<file path="config.mk">
export PLATFORM = sky130hd
export DESIGN_NAME = tsh64_gen
export DESIGN_NICKNAME = d
export VERILOG_FILES = /design/src/sv/tsh64_pkg.sv /design/src/sv/tsh64_gen.sv
export SDC_FILE = /design/constraint.sdc
export NUM_CORES = 1
export LEC_CHECK = 0
export ABC_AREA = 1
export BUFFER_PORTS_ARGS = -buffer_cell sky130_fd_sc_hd__buf_2
export CAP_MARGIN = 20
export CORE_MARGIN = 5
export CORE_UTILIZATION = 40
export CTS_CLUSTER_DIAMETER = 200
export DETAILED_ROUTE_END_ITERATION = 12
export GPL_ROUTABILITY_DRIVEN = 0
export GPL_TIMING_DRIVEN = 0
export SLEW_MARGIN = 15
export SYNTH_ARGS = -nofsm -noshare
export SYNTH_HDL_FRONTEND = slang
export SYNTH_SLANG_ARGS = --single-unit
</file>
<file path="constraint.sdc">
create_clock -name i_clk -period 5.6 [get_ports i_clk]
set_input_delay 1.12 -clock i_clk [delete_from_list [all_inputs] [get_ports i_clk]]
set_output_delay 1.12 -clock i_clk [all_outputs]
set_load 0.01 [all_outputs]
</file>
<file path="src/sv/tsh64_pkg.sv">
package tsh64_pkg;

    localparam int TABLE_ROWS_DEF = 5;

    // crypt table generator: seed = (seed * GEN_MUL + GEN_INC) mod GEN_MOD
    localparam int                SEED_W    = 22;
    localparam logic [SEED_W-1:0] GEN_START = 22'h100001;
    localparam logic [SEED_W-1:0] GEN_MOD   = 22'h2AAAAB;
    localparam int                MUL_W     = 7;
    localparam logic [MUL_W-1:0]  GEN_MUL   = 7'd125;
    localparam int                BIT_W     = $clog2(MUL_W);
    localparam logic [1:0]        GEN_INC   = 2'd3;
    localparam int                HALF_W    = 16;
    localparam int                WORD_W    = 2 * HALF_W;

    localparam logic [63:0] ONE_INIT = 64'h0000_0000_7FED_7FED;
    localparam logic [63:0] TWO_INIT = 64'h0000_0000_EEEE_EEEE;

    // configuration port
    localparam int                   CFG_W         = 3;
    localparam int                   CFG_IDX_W     = 2;
    localparam logic [CFG_IDX_W-1:0] CFG_ROW_SEL   = 2'd0;
    localparam logic [CFG_IDX_W-1:0] CFG_CASE_SENS = 2'd1;

    // queue between front and back
    localparam int Q_DEPTH = 4;
    localparam int Q_PTR_W = $clog2(Q_DEPTH);
    localparam int Q_CNT_W = $clog2(Q_DEPTH + 1);

    typedef struct packed {
        logic [2:0] row_sel;
        logic       case_sens;
    } t_cfg;

    typedef struct packed {
        logic [WORD_W-1:0] word;
        logic [7:0]        ch;
        logic              upd;
        logic              last;
    } t_work;

    typedef enum logic [1:0] {
        G_STEP,
        G_ADD3,
        G_DONE
    } t_gen_state;

endpackage

</file>
<file path="src/sv/tsh64_gen.sv">
module tsh64_gen #(
    parameter int TABLE_ROWS = tsh64_pkg::TABLE_ROWS_DEF,
    localparam int ADDR_W = $clog2(TABLE_ROWS * 256)
) (
    input  logic                        i_clk,
    input  logic                        i_rst_n,
    output logic                        o_we,
    output logic [ADDR_W-1:0]           o_waddr,
    output logic [tsh64_pkg::WORD_W-1:0] o_wdata,
    output logic                        o_done
);

    import tsh64_pkg::*;

    localparam int ROW_W = (TABLE_ROWS > 1) ? $clog2(TABLE_ROWS) : 1;

    // one modular reduction of a value known to be below 2 * GEN_MOD
    function automatic logic [SEED_W-1:0] mod_fix(input logic [SEED_W:0] v);
        logic [SEED_W:0] d;
        d = v - {1'b0, GEN_MOD};
        mod_fix = (v >= {1'b0, GEN_MOD}) ? d[SEED_W-1:0] : v[SEED_W-1:0];
    endfunction

    t_gen_state        r_state, n_state;
    logic [SEED_W-1:0] r_seed, n_seed;
    logic [SEED_W-1:0] r_acc, n_acc;
    logic [BIT_W-1:0]  r_bit, n_bit;
    logic              r_half, n_half;
    logic [HALF_W-1:0] r_hi, n_hi;
    logic [ROW_W-1:0]  r_row, n_row;
    logic [7:0]        r_col, n_col;

    logic [SEED_W-1:0] w_dbl;
    logic [SEED_W:0]   w_sum;
    logic [SEED_W-1:0] w_step;
    logic [SEED_W-1:0] w_inc;

    always_ff @(posedge i_clk) begin
        if (!i_rst_n) begin
            r_state <= G_STEP;
            r_seed  <= GEN_START;
            r_acc   <= '0;
            r_bit   <= BIT_W'(MUL_W - 1);
            r_half  <= 1'b0;
            r_hi    <= '0;
            r_row   <= '0;
            r_col   <= '0;
        end else begin
            r_state <= n_state;
            r_seed  <= n_seed;
            r_acc   <= n_acc;
            r_bit   <= n_bit;
            r_half  <= n_half;
            r_hi    <= n_hi;
            r_row   <= n_row;
            r_col   <= n_col;
        end
    end

    // Horner step over the multiplier bits, MSB first: acc = 2*acc (+ seed)
    assign w_dbl  = mod_fix({r_acc, 1'b0});
    assign w_sum  = {1'b0, w_dbl} + (GEN_MUL[r_bit] ? {1'b0, r_seed} : '0);
    assign w_step = mod_fix(w_sum);
    assign w_inc  = mod_fix({1'b0, r_acc} + (SEED_W + 1)'(GEN_INC));

    always_comb begin
        n_state = r_state;
        n_seed  = r_seed;
        n_acc   = r_acc;
        n_bit   = r_bit;
        n_half  = r_half;
        n_hi    = r_hi;
        n_row   = r_row;
        n_col   = r_col;
        o_we    = 1'b0;
        o_waddr = (ADDR_W'(r_row) << 8) | ADDR_W'(r_col);
        o_wdata = {r_hi, w_inc[HALF_W-1:0]};
        o_done  = 1'b0;
        case (r_state)
            G_STEP: begin
                n_acc = w_step;
                if (r_bit == '0) begin
                    n_state = G_ADD3;
                end else begin
                    n_bit = r_bit - 1'b1;
                end
            end
            G_ADD3: begin
                n_seed  = w_inc;
                n_acc   = '0;
                n_bit   = BIT_W'(MUL_W - 1);
                n_state = G_STEP;
                if (!r_half) begin
                    n_hi   = w_inc[HALF_W-1:0];
                    n_half = 1'b1;
                end else begin
                    o_we   = 1'b1;
                    n_half = 1'b0;
                    // column-major fill: rows inner, columns outer
                    if (r_row == ROW_W'(TABLE_ROWS - 1)) begin
                        n_row = '0;
                        if (r_col == 8'hFF) begin
                            n_state = G_DONE;
                        end else begin
                            n_col = r_col + 1'b1;
                        end
                    end else begin
                        n_row = r_row + 1'b1;
                    end
                end
            end
            G_DONE: begin
                o_done = 1'b1;
            end
            default: begin
                n_state = G_STEP;
            end
        endcase
    end

endmodule

</file>
==> impl_metrics.json <==
{
  "grt_pass1_wl_um": 40960,
  "post_dp_cell_area_mm2": 0.008823,
  "finalCritPeriodShare_pct": 91.80,
  "drive_gt1_share_pct": 9.766,
  "hold_end": "r_seed[0]",
  "fmax_ghz": 0.1945,
  "root_buffer": "clkbuf_16",
  "finalPower_mw": 5.074,
  "first_pass_iters": 7,
  "cp_common_cell": "nand2_1",
  "synth_seq_area_share_pct": 18.90,
  "nets": 1565,
  "grt_overflow_total": 0,
  "worstHoldStart": "r_seed[0]",
  "crit_path_top_delay_cell": "dfxtp_1",
  "grt_max_degree": 17,
  "hp-class": "flip-flop to flip-flop",
  "start_kind": "flip-flop",
  "skew_ps": 7.379,
  "tightestPinTransition_ps": 725.7,
  "antenna_cells": 0,
  "die_w_um": 153.7,
  "finalSetupViolCount": 0,
  "nFillCells": 2290,
  "seqCellArea_mm2": 0.001563,
  "synth_top_area_cell": "nand2_1",
  "synth_top_area_share_pct": 23.17,
  "netlist_instances": 1476,
  "reg2reg_to": "r_acc[15]",
  "drcViolationCount": 0,
  "cts_tree": "built",
  "status": "completed",
  "die-area_mm2": 0.02363,
  "design_area_mm2": 0.009144,
  "fin_setup_tns_ps": 0,
  "htree_levels": 3,
  "clkSlewWorstSetupHoldPaths_ps": 70,
  "critPathKind": "flip-flop to flip-flop",
  "vias": 9020,
  "r2r_cells": 30,
  "wirelength_um": 25710,
  "hold_depth": 2,
  "cpPeakStageDelay_ps": 410,
  "syn_avg_cell_area_um2": 5.596,
  "clkSinkCount": 78,
  "port_buffers": 45,
  "ys_ff_latch": 78,
  "hpwl_um": 21170,
  "cap_violations": 0,
  "multi_input_area_mm2": 0.005517,
  "drt.antenna.violating_nets": 0,
  "drtIter0Drc": 666,
  "yosysWarningCount": 0,
  "coreArea_mm2": 0.02030,
  "cts_max_path_buffers": 2,
  "slew_violations": 0,
  "pre_cts_slack_ps": -134.9,
  "rows": 52,
  "syn_area_mm2": 0.008260,
  "cp_max_fo": 10,
  "synth.area.top_cells": "nand2_1 (23%), dfxtp_1 (19%), inv_1 (10%), nand3_1 (10%), nor2_1 (6.6%)",
  "timing.rr.start": "r_acc[1]",
  "track_usage_pct": 21.12,
  "end_kind": "flip-flop",
  "wl_per_cell_um": 14.23,
  "powerDensity_mw_per_mm2": 554.9,
  "finalCriticalPeriod_ps": 5141,
  "cts_hold_buf": 0,
  "vdd.ir_drop.worst_uv": 472.4,
  "r2r_slack_ps": 460,
  "arrival_ps": 5410,
  "start_util_pct": 40.69,
  "p_leak_nw": 5.074,
  "syn-num-nets": 1510,
  "layout_setup_ws_ps": 459.2,
  "required_ps": 5870,
  "area_delta_synth_final_pct": 10.69,
  "worst_skew_pair.late_latency_ps": 350,
  "num_io_pins": 47,
  "synth_cell_types": 46,
  "cts-buffers-inserted": 9,
  "antenna_found_initial": 0,
  "slew_headroom_pct": 51.62,
  "hold_viol": 0,
  "via_per_inst": 4.994,
  "die_y_um": 153.7,
  "grt_pass1_vias": 8054
}
## worst max-delay path, delay by kind of cell (launching register included)
kind	cells	cell delay, ps
fa+ha+maj	1	400
xor+xnor	1	90
simple gates	17	2060
buf+inv	4	720
compound gates	7	1340
flops	1	410
## cell usage in the layout (no fill, tap or decap), types with 4 or more instances in the layout
cell         n
nand2_1    510
inv_1      225
o211ai_1     9
buf_2       56
buf_4       17
nand4_1     14
a21oi_1     65
nand3_2      9
dfxtp_1     77
nor2_4       4
o21ai_0     29
nor3_1      15
buf_6        4
nor2_1     146
nor2_2       4
o21a_1      17
ha_1        31
nand3b_1     4
xor2_1      40
clkbuf_16    9
clkbuf_1    22
nand3_1    165
inv_2        9
## repair_timing
item                       4_1_cts  5_1_grt
hold endpoints to repair         0        0
setup endpoints to repair       20       22
resized for setup                1       12
cloned                           0        0
setup buffers                    0        0
## final cells by class
cell class / count / area share, %
Buffer: 56 / 3.503
Tap cell: 270 / 3.695
Inverter: 237 / 9.756
Timing Repair Buffer: 45 / 2.463
Clock inverter: 7 / 0.6979
Clock buffer: 9 / 2.463
Multi-Input combinational cell: 1104 / 60.33
Sequential cell: 78 / 17.09
## cells by family after synthesis
group / synth area share, %
and+or+nand+nor: 46.24
AOI/OAI and AO/OA: 9.194
xor gates and xnor gates: 6.044
buffers and inverters: 14.68
DFF: 18.90
adders and majority gates: 4.938
## worst max-delay path by stage
stage,endpoint,startpoint,cells past startpoint
2_1_floorplan,r_acc[20],r_acc[2],31
3_3_place_gp,r_acc[14],r_acc[1],26
3_5_place_dp,r_acc[14],r_acc[1],26
4_1_cts,r_acc[15],r_acc[1],30
5_1_grt,r_acc[16],r_acc[1],30
6_report,r_acc[15],r_acc[1],30
## per-layer routing
layer	wire [µm]	track usage, %
met3	1295	2.979
met5	0	0
met4	531	5.130
met2	11460	33.70
met1	12420	30.13
## state kept, by name, indices dropped and copies added, names as in the netlist, named ones only
name,count
r_seed,22
r_hi,16
r_state,2
r_row,3
r_acc,22
r_half,1
r_bit,3
r_col,8
## where the power goes
group / internal, mW / switching, mW
combinational: 1.22 / 2.52
clock: 0.312 / 0.284
sequential: 0.642 / 0.0924
## synth_stat cells, drive strengths merged
master	number
xnor2	3
a31oi	3
nand3b	4
o21ai	32
nand4	15
o211ai	9
a32oi	1
and2	3
fa	1
a211oi	1
ha	31
o21a	17
nor4	2
xor2	45
nand3	176
nand2	515
buf	32
nor2	155
a31o	1
dfxtp	78
or2	3
clkbuf	25
a2bb2oi	1
o21bai	1
inv	234
clkinv	3
nor3	17
a21oi	68
## through the flow
step / cells / hold slack (ps) / utilization [%]
floorplan: 1476 / 440.3 / -
global placement: 1791 / 458.3 / 43.47
detailed placement: 1791 / 471.1 / 43.47
CTS: 1807 / 489.1 / 44.90
global route: 1806 / 526.0 / 45.04
finish: 1806 / 486.0 / 45.04
(Power assumes the default switching activity.)
