### config.mk
export PLATFORM = sky130hd
export DESIGN_NAME = tsh64_front
export DESIGN_NICKNAME = d
export VERILOG_FILES = /design/src/sv/tsh64_pkg.sv /design/src/sv/tsh64_front.sv
export SDC_FILE = /design/constraint.sdc
export NUM_CORES = 1
export LEC_CHECK = 0
export BUFFER_PORTS_ARGS = -buffer_cell sky130_fd_sc_hd__buf_4
export CELL_PAD_IN_SITES_DETAIL_PLACEMENT = 0
export CELL_PAD_IN_SITES_GLOBAL_PLACEMENT = 1
export CORE_ASPECT_RATIO = 1.1
export CORE_UTILIZATION = 20
export DETAILED_ROUTE_END_ITERATION = 8
export PLACE_DENSITY_LB_ADDON = 0.1
export SLEW_MARGIN = 10
export SYNTH_ARGS = -nofsm -noshare
export SYNTH_HDL_FRONTEND = slang
export SYNTH_SLANG_ARGS = --single-unit
### constraint.sdc
create_clock -name i_clk -period 2.1 [get_ports i_clk]
set_clock_uncertainty 0.2 [all_clocks]
set_input_delay 0 -clock i_clk [delete_from_list [all_inputs] [get_ports i_clk]]
set_output_delay 0 -clock i_clk [all_outputs]
set_load 0.05 [all_outputs]
### src/sv/tsh64_pkg.sv
package tsh64_pkg;

    localparam int TABLE_ROWS_DEF = 5;

    // crypt table generator: seed = (seed * GEN_MUL + GEN_INC) mod GEN_MOD
    localparam int                SEED_W    = 22;
    localparam logic [SEED_W-1:0] GEN_START = 22'h100001;
    localparam logic [SEED_W-1:0] GEN_MOD   = 22'h2AAAAB;
    localparam int                MUL_W     = 7;
    localparam logic [MUL_W-1:0]  GEN_MUL   = 7'd125;
    localparam int                BIT_W     = $clog2(MUL_W);
    localparam logic [1:0]        GEN_INC   = 2'd3;
    localparam int                HALF_W    = 16;
    localparam int                WORD_W    = 2 * HALF_W;

    localparam logic [63:0] ONE_INIT = 64'h0000_0000_7FED_7FED;
    localparam logic [63:0] TWO_INIT = 64'h0000_0000_EEEE_EEEE;

    // configuration port
    localparam int                   CFG_W         = 3;
    localparam int                   CFG_IDX_W     = 2;
    localparam logic [CFG_IDX_W-1:0] CFG_ROW_SEL   = 2'd0;
    localparam logic [CFG_IDX_W-1:0] CFG_CASE_SENS = 2'd1;

    // queue between front and back
    localparam int Q_DEPTH = 4;
    localparam int Q_PTR_W = $clog2(Q_DEPTH);
    localparam int Q_CNT_W = $clog2(Q_DEPTH + 1);

    typedef struct packed {
        logic [2:0] row_sel;
        logic       case_sens;
    } t_cfg;

    typedef struct packed {
        logic [WORD_W-1:0] word;
        logic [7:0]        ch;
        logic              upd;
        logic              last;
    } t_work;

    typedef enum logic [1:0] {
        G_STEP,
        G_ADD3,
        G_DONE
    } t_gen_state;

endpackage

### src/sv/tsh64_front.sv
module tsh64_front #(
    parameter int TABLE_ROWS = tsh64_pkg::TABLE_ROWS_DEF,
    localparam int ADDR_W = $clog2(TABLE_ROWS * 256)
) (
    input  logic                          i_clk,
    input  logic                          i_rst_n,
    input  tsh64_pkg::t_cfg               i_cfg,
    input  logic                          i_tbl_done,
    input  logic                          i_in_valid,
    output logic                          o_in_stall,
    input  logic [7:0]                    i_byte_in,
    input  logic                          i_last,
    input  logic [tsh64_pkg::Q_CNT_W-1:0] i_q_cnt,
    output logic                          o_re,
    output logic [ADDR_W-1:0]             o_raddr,
    input  logic [tsh64_pkg::WORD_W-1:0]  i_rdata,
    output logic                          o_push,
    output tsh64_pkg::t_work              o_work
);

    import tsh64_pkg::*;

    logic       r_ended, n_ended;
    logic       r_s1_valid;
    logic [7:0] r_s1_ch;
    logic       r_s1_upd;
    logic       r_s1_last;

    logic               w_ready;
    logic               w_acc;
    logic [Q_CNT_W-1:0] w_used;
    logic [7:0]         w_ch;
    logic [3:0]         w_ht;
    logic [3:0]         w_row;
    logic               w_upd;

    // a word already in the table read counts against queue room
    assign w_used  = i_q_cnt + Q_CNT_W'(r_s1_valid);
    assign w_ready = i_tbl_done && (w_used < Q_CNT_W'(Q_DEPTH));
    assign w_acc   = i_in_valid && w_ready;

    assign o_in_stall = !w_ready;

    assign w_ch = (!i_cfg.case_sens && (i_byte_in inside {[8'h41:8'h5A]}))
                  ? i_byte_in + 8'h20 : i_byte_in;
    assign w_ht  = {1'b0, i_cfg.row_sel};
    assign w_row = (w_ht >= 4'(TABLE_ROWS)) ? 4'(TABLE_ROWS - 1) : w_ht;
    assign w_upd = !r_ended && (i_byte_in != 8'h00);

    assign o_re    = w_acc;
    assign o_raddr = (ADDR_W'(w_row) << 8) | ADDR_W'(w_ch);

    always_comb begin
        n_ended = r_ended;
        if (w_acc) begin
            n_ended = i_last ? 1'b0 : (r_ended || (i_byte_in == 8'h00));
        end
    end

    always_ff @(posedge i_clk) begin
        if (!i_rst_n) begin
            r_ended    <= 1'b0;
            r_s1_valid <= 1'b0;
        end else begin
            r_ended    <= n_ended;
            r_s1_valid <= w_acc;
        end
    end

    always_ff @(posedge i_clk) begin
        if (w_acc) begin
            r_s1_ch   <= w_ch;
            r_s1_upd  <= w_upd;
            r_s1_last <= i_last;
        end
    end

    assign o_push      = r_s1_valid;
    assign o_work.word = i_rdata;
    assign o_work.ch   = r_s1_ch;
    assign o_work.upd  = r_s1_upd;
    assign o_work.last = r_s1_last;

endmodule

==> impl_results.md, run 1 <==
- Status: completed
- Die Y: 69.55 µm
- Netlist cell types: 25
- Worst Hold Path Cells: 3
- CTS buffer count: 3
- Maximum number of pins on one net before global-route repair: 15
- Combinational family with the most area after synthesis: buffers and inverters
- Required time reported for the critical path endpoint: 1900 ps
- Detail-routed net length per standard cell: 11.66 µm
- Period minus WS final: 1906 ps
- Sequential area share after synthesis: 41.03%
- CP cell instances: dlygate4sd3_1 > buf_4 > nand3_1 > or4b_1 > o21bai_1 > buf_4
- # DRC: 0
- Library cell contributing the largest single delay on the critical path: sky130_fd_sc_hd__dlygate4sd3_1
- Overall Power: 0.8087 mW
- Number of setup buffers added after CTS: 0
- Depth of the most critical reg-to-reg path: 4
- Synthesized net count: 133
- Detailed-routing iteration count for the pre-antenna-repair pass: 4
- Worst path bufs/invs: 3
- Critical path class: in -> out
- DPL Wire Length: 1.450 mm
- Final #Nets: 183
- Antenna violations before repair: 0
- Number of register bits inferred by synthesis: 12
- Residual antenna-violating net count after detailed routing: 0
- Worst-case headroom to the max-slew limit: 64.31%
- DP Worst Slack: 423.8 ps
- Share of layout cells above drive strength 1: 42.19%
- Areal power density over the cells: 576.6 nW/µm²
- Final Routed Wirelength: 2.098 mm
- Register-to-register setup slack: 430 ps
- Synthesized area per cell: 10.37 µm²
- Largest fanout of any net on the critical path: 5
- IO Port Bufs: 43
- Num Clock Sinks: 12
- Number of endpoints failing setup at the final stage: 0
- TritonCTS clock tree: done
- Fraction of the cycle the final worst path needs: 90.75%
- Warning count from the yosys run: 0
- Synth Area in Compound Gates: 5.732%
- Startpoint of the worst register-to-register path: o_push
- Slew at the pin with the worst max-slew slack: 524.2 ps
- DRC marker count from the first detailed-route iteration: 6
- Fraction of the mapped netlist area in adder cells: 1.508%
- Final Hold Violating Endpoints: 0
- Area growth from synthesis to final layout: 69.08%
- Slew Limit Fails: 0
- Number of buffers inserted for hold repair after clock tree synthesis: 42
- Startpoint type of the worst setup path: input pin
- IR Drop Worst-Case VDD: 0.0001633 V
- Clock root buffer: sky130_fd_sc_hd__clkbuf_8
- Endpoint of the worst hold path: r_s1_ch[5]
- Initial Utilization: 20.93%
- Count of mapped cells out of synthesis: 80
- Boundary pin count: 108
- Final estimated routing congestion in global placement: 0.5936
- Die width: 63.41 µm
- Upper clock frequency limit: 524.7 MHz
- Resized Gates After CTS: 0
- RSZ-0062 raised after global routing: false
- Delay contributed by the slowest stage of the critical path: 540 ps
- Hold Startpoint: i_cfg[0]
- Global-route wire length before repair: 3.174 mm
- Routed vias/inst: 3.867
- Number of global-route vias before repair: 743
- Area of the die: 4410 µm²
- Clock Tree Buf Depth: 2
- Total number of vias: 696
- Share of the synthesized netlist area taken by xor and xnor gates: 1.056%
- Overall overflow remaining after global route: 0
- Synthesized area: 829.5 µm²
- Final worst slack: 194.3 ps
- Antenna fix cells: 0
- Delay-heaviest family, CP: buffers and inverters
- Clock network latency to the later pin of the worst-skew pair: 230 ps
- Arrival @ worst endpoint: 1710 ps
- End of the worst register-to-register path: r_ended
- Static Leakage: 0.5828 nW
- Clock input transition at the sequential cells of the worst setup and hold paths: 50 ps
- Number of max-cap violations: 0
- Sort of element at the end of the critical path: primary output
- Worst Hold Class: in -> reg
- Share of cell area taken by muxes after synthesis: 1.207%
- Share of synthesized cell area in and, or, nand and nor gates: 12.82%
- Row count: 24
- Global Route Usage Sum: 9.385%
- Number of levels in the clock H-tree: 1
- Core area: 3964 µm²
- Final total negative setup slack: 0 ps
- Most common cell type on the critical path: sky130_fd_sc_hd__buf_4
==> cell usage after synthesis (all sizes together) <==
library cell / count / share of area, %
nand2b: 1 / 0.75
ha: 1 / 1.5
nor2b: 2 / 1.5
o21bai: 2 / 1.8
a21oi: 1 / 0.60
clkbuf: 1 / 0.45
dfxtp: 2 / 4.8
or4: 1 / 1.4
a21o: 1 / 1.1
inv: 2 / 0.91
edfxtp: 10 / 36
nand3b: 1 / 0.91
or3: 1 / 0.91
nand3: 3 / 1.8
buf: 39 / 35
nand2: 1 / 0.45
and2: 1 / 0.75
mux2i: 1 / 1.2
nor2: 3 / 1.4
a211oi: 1 / 1.5
xor2: 1 / 1.1
nor3: 2 / 1.8
or4b: 1 / 1.2
a31oi: 1 / 0.75
==> worst max path at each step <==
stage | from | to | slack, ps | depth (start not counted)
floorplan | i_byte_in[1] | r_s1_ch[7] | 20 | 4
global placement | o_push | r_ended | 480 | 4
detailed placement | o_push | r_ended | 420 | 4
CTS | i_byte_in[4] | o_raddr[7] | 180 | 6
global route | i_byte_in[4] | o_raddr[7] | 120 | 6
finish | i_byte_in[4] | o_raddr[7] | 190 | 6
==> state kept, by name, summed over array words and instances (netlist names) <==
name       count
o_push         1
r_ended        1
r_s1_ch        8
r_s1_last      1
r_s1_upd       1
==> where the power goes <==
| group | switching (mW) | internal (mW) |
|---|---|---|
| clock network | 0.0711 | 0.125 |
| logic | 0.233 | 0.111 |
| registers | 0.00178 | 0.266 |
==> cell type report <==
cell class              count  area (µm²)
fillers                   429        2561
repair buffers             85       743.2
flip-flops and latches     12       341.6
multi-input cells          26       203.9
well taps                  52       65.06
clock buffers               3       41.29
inverters                   2       7.507
==> kinds of logic (layout without fill, tap and decap cells) <==
group | after synthesis | in the layout
AOI/OAI and AO/OA | 6 | 6
xor gates and xnor gates | 1 | 1
and+or+nand+nor | 17 | 17
buffers and inverters | 42 | 90
muxes | 1 | 1
DFF | 12 | 12
adders and majority gates | 1 | 1
==> worst reg2reg max path, stage by stage (launching register included) <==
cell and delay (ps):
sky130_fd_sc_hd__dfxtp_2 310, sky130_fd_sc_hd__nand3_1 170, sky130_fd_sc_hd__mux2i_4 540, sky130_fd_sc_hd__a21oi_1 150, sky130_fd_sc_hd__a211oi_2 210
==> layer usage <==
metal	global-route usage [%]	vias up	wire length [µm]
li1	-	326	-
met1	8.478	305	699
met2	18.56	65	1167
met3	1.974	0	231
met4	5.303	0	0
met5	0	-	0
==> cells in the final DEF (no fill, tap or decap) <==
cell type,Yosys,final
sky130_fd_sc_hd__buf_4,39,43
sky130_fd_sc_hd__nor3_1,1,1
sky130_fd_sc_hd__dlygate4sd3_1,0,42
sky130_fd_sc_hd__nand2b_1,1,1
sky130_fd_sc_hd__nand2_1,1,1
sky130_fd_sc_hd__nand3_1,3,3
sky130_fd_sc_hd__dfxtp_2,0,1
sky130_fd_sc_hd__nor2b_1,2,2
sky130_fd_sc_hd__clkbuf_8,0,3
sky130_fd_sc_hd__edfxtp_1,10,10
sky130_fd_sc_hd__or4_4,1,1
sky130_fd_sc_hd__nor2_1,3,3
sky130_fd_sc_hd__inv_1,2,2
sky130_fd_sc_hd__a21o_2,1,1
sky130_fd_sc_hd__a31oi_2,0,1
sky130_fd_sc_hd__nand3b_1,1,1
sky130_fd_sc_hd__a21oi_1,1,1
sky130_fd_sc_hd__dfxtp_1,2,1
sky130_fd_sc_hd__nor3_2,1,1
sky130_fd_sc_hd__or3_2,1,1
sky130_fd_sc_hd__and2_1,1,1
sky130_fd_sc_hd__xor2_1,1,1
sky130_fd_sc_hd__or4b_1,1,1
sky130_fd_sc_hd__mux2i_4,0,1
sky130_fd_sc_hd__a211oi_2,1,1
sky130_fd_sc_hd__o21bai_1,2,2
sky130_fd_sc_hd__ha_1,1,1
==> per-stage QoR <==
step,hold WS [ps],cell area (µm²),instances,util [%]
final,33.28,1403,180,35.39
after global routing,49.13,1403,180,35.39
after CTS,36.97,1403,180,35.39
after detailed placement,-199.7,940.9,135,23.74
after global placement,-199.7,940.9,135,23.74
after floorplan,-114.9,849.6,80,-
Note: power is estimated with default switching activity, not from simulation.
==> run 2: changes to the inputs <==
CORE_UTILIZATION = 21   (was 20)
MAX_ROUTING_LAYER = met4   (was default)
clock period = 2.25 ns   (was 2.1 ns; I/O delays follow)
==> run 2 against run 1 <==
Core utilization is 4.1 points higher. Via count increased by 3.0%. Cell area up 4.5%. Sequential cell count did not move. Largest cell class unchanged. Largest power group unchanged. Highest routed layer unchanged.
==> impl_results.md, run 2 (synthesis results as in run 1) <==
- Status: completed
- Combinational group share of total power: 42.8%
- Final-layout worst hold slack: 30.11 ps
- Clock group share of total power: 24.7%
- Area of the die: 4206 µm²
- DPL Wire Length: 1.319 mm
- Depth of the most critical reg-to-reg path: 5
- Core area: 3712 µm²
- DRC marker count from the first detailed-route iteration: 9
- Final estimated routing congestion in global placement: 0.6130
- Antenna violations before repair: 0
- Post-Layout Cell Count: 186
- Detailed-routing iteration count for the pre-antenna-repair pass: 4
- Fraction of the cycle the final worst path needs: 97.10%
- Routed vias/inst: 3.855
- Clock network latency to the later pin of the worst-skew pair: 230 ps
- Initial Utilization: 22.35%
- Final #Nets: 191
- Global-route wire length before repair: 2.484 mm
- Number of endpoints failing setup at the final stage: 0
- Boundary pin count: 108
- IR Drop Worst-Case VDD: 0.0001552 V
- Maximum number of pins on one net before global-route repair: 15
- Sort of element at the end of the critical path: register
- IO Port Bufs: 43
- Internal power: 0.4751 mW
- Share of the core filled with cells in the final layout: 39.47%
- Num Clock Sinks: 12
- Largest fanout of any net on the critical path: 4
- Clock root buffer: sky130_fd_sc_hd__clkbuf_8
- # DRC: 0
- Critical path class: in -> reg
- Residual antenna-violating net count after detailed routing: 0
- Clock Tree Buf Depth: 2
- Arrival @ worst endpoint: 2160 ps
- Row count: 23
- Most common library cell in the layout ignoring fill and taps: sky130_fd_sc_hd__buf_4
- Slew Limit Fails: 0
- Power spent charging and discharging nets: 0.2923 mW
- Share of layout cells above drive strength 1: 43.38%
- Placed cell count: 133
- Period minus WS final: 2185 ps
- Area growth from synthesis to final layout: 76.62%
- Overall overflow remaining after global route: 0
- Slew at the pin with the worst max-slew slack: 512.6 ps
- Worst-case headroom to the max-slew limit: 65.71%
- Detail-routed net length per standard cell: 10.94 µm
- Clock input transition at the sequential cells of the worst setup and hold paths: 50 ps
- Switching part of the total power: 38.09%
- Number of levels in the clock H-tree: 1
- Startpoint type of the worst setup path: input pin
- Die width: 61.93 µm
- TritonCTS clock tree: done
- Areal power density over the cells: 523.8 nW/µm²
- CTS buffer count: 3
- Upper clock frequency limit: 457.7 MHz
- Number of global-route vias before repair: 582
- Overall Power: 0.7674 mW
- Static Leakage: 0.6338 nW
- Number of max-cap violations: 0
- Final Routed Wirelength: 2.035 mm
- Worst Hold Path Cells: 3
- Worst Hold Class: in -> reg
- Register-to-register setup slack: 200 ps
- Largest register FFs: 8
- Final Hold Violating Endpoints: 0
- Fraction of power consumed by sequential logic: 32.5%
- Global Route Usage Sum: 8.477%
- Die Y: 67.92 µm
- Total number of vias: 717
- Most frequent cells in the layout: 50 x sky130_fd_sc_hd__buf_4, 43 x sky130_fd_sc_hd__dlygate4sd3_1, 10 x sky130_fd_sc_hd__edfxtp_1
- Required time reported for the critical path endpoint: 2230 ps
- Antenna fix cells: 0
- Largest Register: r_s1_ch
-- run 2: cell count changes in the layout (fill, tap and decap cells not counted), sizes merged --
| cell | change |
|---|---|
| buf | +7 |
| dlygate4sd3 | +1 |
-- run 2: final cells by class --
| cell class | instances | area (µm²) |
|---|---|---|
| Clock buffer | 3 | 41.29 |
| Fill cell | 373 | 2247 |
| Inverter | 2 | 7.507 |
| Multi-Input combinational cell | 26 | 207.7 |
| Sequential cell | 12 | 340.3 |
| Tap cell | 50 | 62.56 |
| Timing Repair Buffer | 93 | 805.8 |
-- run 2: what timing repair did --
item / CTS / global route
hold endpoints to repair: 44 / 0
setup buffers: 0 / 7
resized for setup: 0 / 2
endpoints found under the setup margin: 0 / 1
hold buffers: 43 / 0
-- run 2: power groups by stage --
stage          Clock, mW  Sequential, mW  Combinational [mW]
2_1_floorplan          0           0.270               0.231
3_3_place_gp           0           0.254               0.152
3_5_place_dp           0           0.254               0.152
4_1_cts            0.195           0.250               0.322
5_1_grt            0.206           0.250               0.342
6_report           0.190           0.249               0.328
-- run 2: worst paths after layout --
check / startpoint / endpoint
worst max-delay path: i_byte_in[1] / r_ended
worst min-delay path: i_cfg[0] / r_s1_ch[5]
worst max register to register: o_push / r_ended
worst min register to register: r_ended / r_s1_upd
-- run 2: metrics by stage --
stage / area, µm² / setup WS, ps / TNS [ps]
floorplan: 842.1 / 76.63 / 0
global placement: 930.9 / 637.4 / 0
detailed placement: 930.9 / 569.1 / 0
CTS: 1403 / 25.84 / 0
global route: 1465 / -41.45 / -41.45
finish: 1465 / 65.20 / 0
-- run 2: routing by layer --
layer / global-route usage (%) / part of all wire [%] / up-vias
li1: - / - / 345
met1: 8.410 / 35 / 304
met2: 15.46 / 55 / 68
met5: - / 0 / -
met3: 1.134 / 10 / 0
met4: 5.000 / 0 / 0
-- run 2: critical path, cell delays in order --
cell,delay (ps)
sky130_fd_sc_hd__dlygate4sd3_1,540
sky130_fd_sc_hd__buf_4,150
sky130_fd_sc_hd__or4_4,440
sky130_fd_sc_hd__nor3_4,150
sky130_fd_sc_hd__a21oi_1,100
sky130_fd_sc_hd__a211oi_2,220
sky130_fd_sc_hd__dlygate4sd3_1,570
==> run 3: changes to the inputs <==
--- a/config.mk
+++ b/config.mk
@@ -13,3 +13,2 @@
 export DETAILED_ROUTE_END_ITERATION = 8
-export MAX_ROUTING_LAYER = met4
 export PLACE_DENSITY_LB_ADDON = 0.1
==> constraint.sdc (replaced) <==
create_clock -name i_clk -period 2.25 [get_ports i_clk]
set_clock_uncertainty 0.2 [all_clocks]
set_input_delay 0.225 -clock i_clk [delete_from_list [all_inputs] [get_ports i_clk]]
set_output_delay 0.225 -clock i_clk [all_outputs]
set_load 0.05 [all_outputs]
==> run 3 against run 2 <==
Clock power fell by 3%. Via count shrank 26%. Cell area down 31%. Sequential share of layout area grew 10 points. Critical endpoint is now o_raddr[7]. Largest cell class unchanged.
==> impl_results.md, run 3 (synthesis results as in run 1) <==
- Delay-heaviest family, CP: simple AND/OR/NAND/NOR gates
- Library cell contributing the largest single delay on the critical path: sky130_fd_sc_hd__or4b_1
- Number of levels in the clock H-tree: 1
- Largest Register: r_s1_ch
- Largest fanout of any net on the critical path: 4
- Number of global-route vias before repair: 477
- Global-route wire length before repair: 2.028 mm
- Sequential cell area: 340.3 µm²
- Static Leakage: 0.4247 nW
- Fill cell count: 385
- Endpoint of the worst hold path: r_s1_ch[3]
- Final #Nets: 145
- Boundary pin count: 108
- Number of max-cap violations: 0
- Worst Hold Path Cells: 1
- Area of the multi-input gates: 203.9 µm²
- Fraction of the cycle the final worst path needs: 88.38%
- Core area: 3712 µm²
- RSZ-0062 raised after global routing: false
- Register-to-register setup slack: 640 ps
- Critical path class: in -> out
- Overall overflow remaining after global route: 0
- Slew Limit Fails: 0
- IR Drop Worst-Case VDD: 0.0001300 V
- Delay contributed by the slowest stage of the critical path: 480 ps
- Global Route Usage Sum: 6.726%
- Clock input transition at the sequential cells of the worst setup and hold paths: 50 ps
- Total number of vias: 534
- Most frequent cells in the layout: 44 x sky130_fd_sc_hd__buf_4, 10 x sky130_fd_sc_hd__edfxtp_1
- Arrival @ worst endpoint: 1560 ps
- Required time reported for the critical path endpoint: 1820 ps
- Most common library cell in the layout ignoring fill and taps: sky130_fd_sc_hd__buf_4
- # DRC: 0
- Startpoint type of the worst setup path: input pin
- DRC marker count from the first detailed-route iteration: 6
- DPL Wire Length: 1.296 mm
- Period minus WS final: 1989 ps
- Die Y: 67.92 µm
- Area growth from synthesis to final layout: 22.47%
- TritonCTS clock tree: done
- Initial Utilization: 22.35%
- Final Hold Violating Endpoints: 0
- Final Routed Wirelength: 1.484 mm
- Worst path bufs/invs: 2
- Depth of the most critical reg-to-reg path: 5
- Areal power density over the cells: 579.6 nW/µm²
- Antenna fix cells: 0
- CP cell instances: buf_4 > a21o_2 > nand3_1 > or4b_1 > o21bai_1 > buf_4
- Startpoint of the worst register-to-register path: o_push
- Detailed-routing iteration count for the pre-antenna-repair pass: 2
- Num Clock Sinks: 12
- Overall Power: 0.5889 mW
- Resized Gates After CTS: 0
- End of the worst register-to-register path: r_ended
- Final estimated routing congestion in global placement: 0.6484
- Row count: 23
- Most common cell type on the critical path: sky130_fd_sc_hd__buf_4
- Worst Hold Class: in -> reg
- IO Port Bufs: 43
- Upper clock frequency limit: 502.9 MHz
- Maximum number of pins on one net before global-route repair: 9
- Antenna violations before repair: 0
- Clock network latency to the later pin of the worst-skew pair: 230 ps
- Residual antenna-violating net count after detailed routing: 0
- Clock Tree Buf Depth: 2
- Share of the core filled with cells in the final layout: 27.37%
- Detail-routed net length per standard cell: 10.60 µm
- Sort of element at the end of the critical path: primary output
- CTS buffer count: 3
- Routed vias/inst: 3.814
- Die width: 61.93 µm
- Number of setup buffers added after CTS: 0
- Hold Startpoint: i_byte_in[3]
- Slew at the pin with the worst max-slew slack: 284.5 ps
- Clock root buffer: sky130_fd_sc_hd__clkbuf_8
- Status: completed
- Worst-case headroom to the max-slew limit: 80.63%
- Number of endpoints failing setup at the final stage: 0
- Area of the die: 4206 µm²
- Number of buffers inserted for hold repair after clock tree synthesis: 3
- Share of layout cells above drive strength 1: 60.00%
- Largest register FFs: 8
run 3: worst register-to-register path, stage by stage (launching register included):
cell	delay, ps
sky130_fd_sc_hd__dfxtp_1	300
sky130_fd_sc_hd__nand3_1	180
sky130_fd_sc_hd__mux2i_4	370
sky130_fd_sc_hd__buf_4	230
sky130_fd_sc_hd__a21oi_1	80
sky130_fd_sc_hd__a211oi_2	180
run 3: metal layers:
metal | vias up | wire (µm) | global-route usage [%]
met5 | - | 0 | 0
met4 | 0 | 36 | 4.444
met3 | 10 | 209 | 2.457
li1 | 250 | - | -
met1 | 231 | 516 | 6.559
met2 | 43 | 722 | 11.69
run 3: how the worst max path moves through the flow:
stage,endpoint,cells after the start,slack [ps],startpoint
6_report,o_raddr[7],6,260,i_byte_in[1]
5_1_grt,o_raddr[7],6,130,i_byte_in[1]
4_1_cts,o_raddr[7],6,230,i_byte_in[1]
3_5_place_dp,o_raddr[7],6,230,i_byte_in[1]
3_3_place_gp,o_raddr[5],6,250,i_byte_in[1]
2_1_floorplan,r_s1_ch[7],4,-50,i_byte_in[1]
run 3: layout make-up:
type                    count  share of cell area, %
multi-input cells          26                  20.07
flip-flops and latches     12                  33.50
repair buffers             47                  35.47
clock buffers               3                  4.064
inverters                   2                 0.7389
well taps                  50                  6.158
run 3: per-stage QoR:
stage | std cells | cell area [µm²] | worst slack, ps | TNS [ps] | hold WS (ps)
after global placement | 134 | 944.7 | 245.3 | 0 | 218.6
after floorplan | 80 | 848.3 | -53.88 | -94.77 | 110.1
after global routing | 140 | 1016 | 130.3 | 0 | 2.863
after CTS | 140 | 1016 | 229.8 | 0 | 0.8937
after detailed placement | 134 | 944.7 | 230.9 | 0 | 215.0
final | 140 | 1016 | 261.4 | 0 | 3.567
run 3: report_power, final:
group / switching (mW) / internal [mW] / total, mW
combinational: 0.0964 / 0.0587 / 0.155
sequential: 0.00154 / 0.248 / 0.250
clock: 0.0672 / 0.117 / 0.184
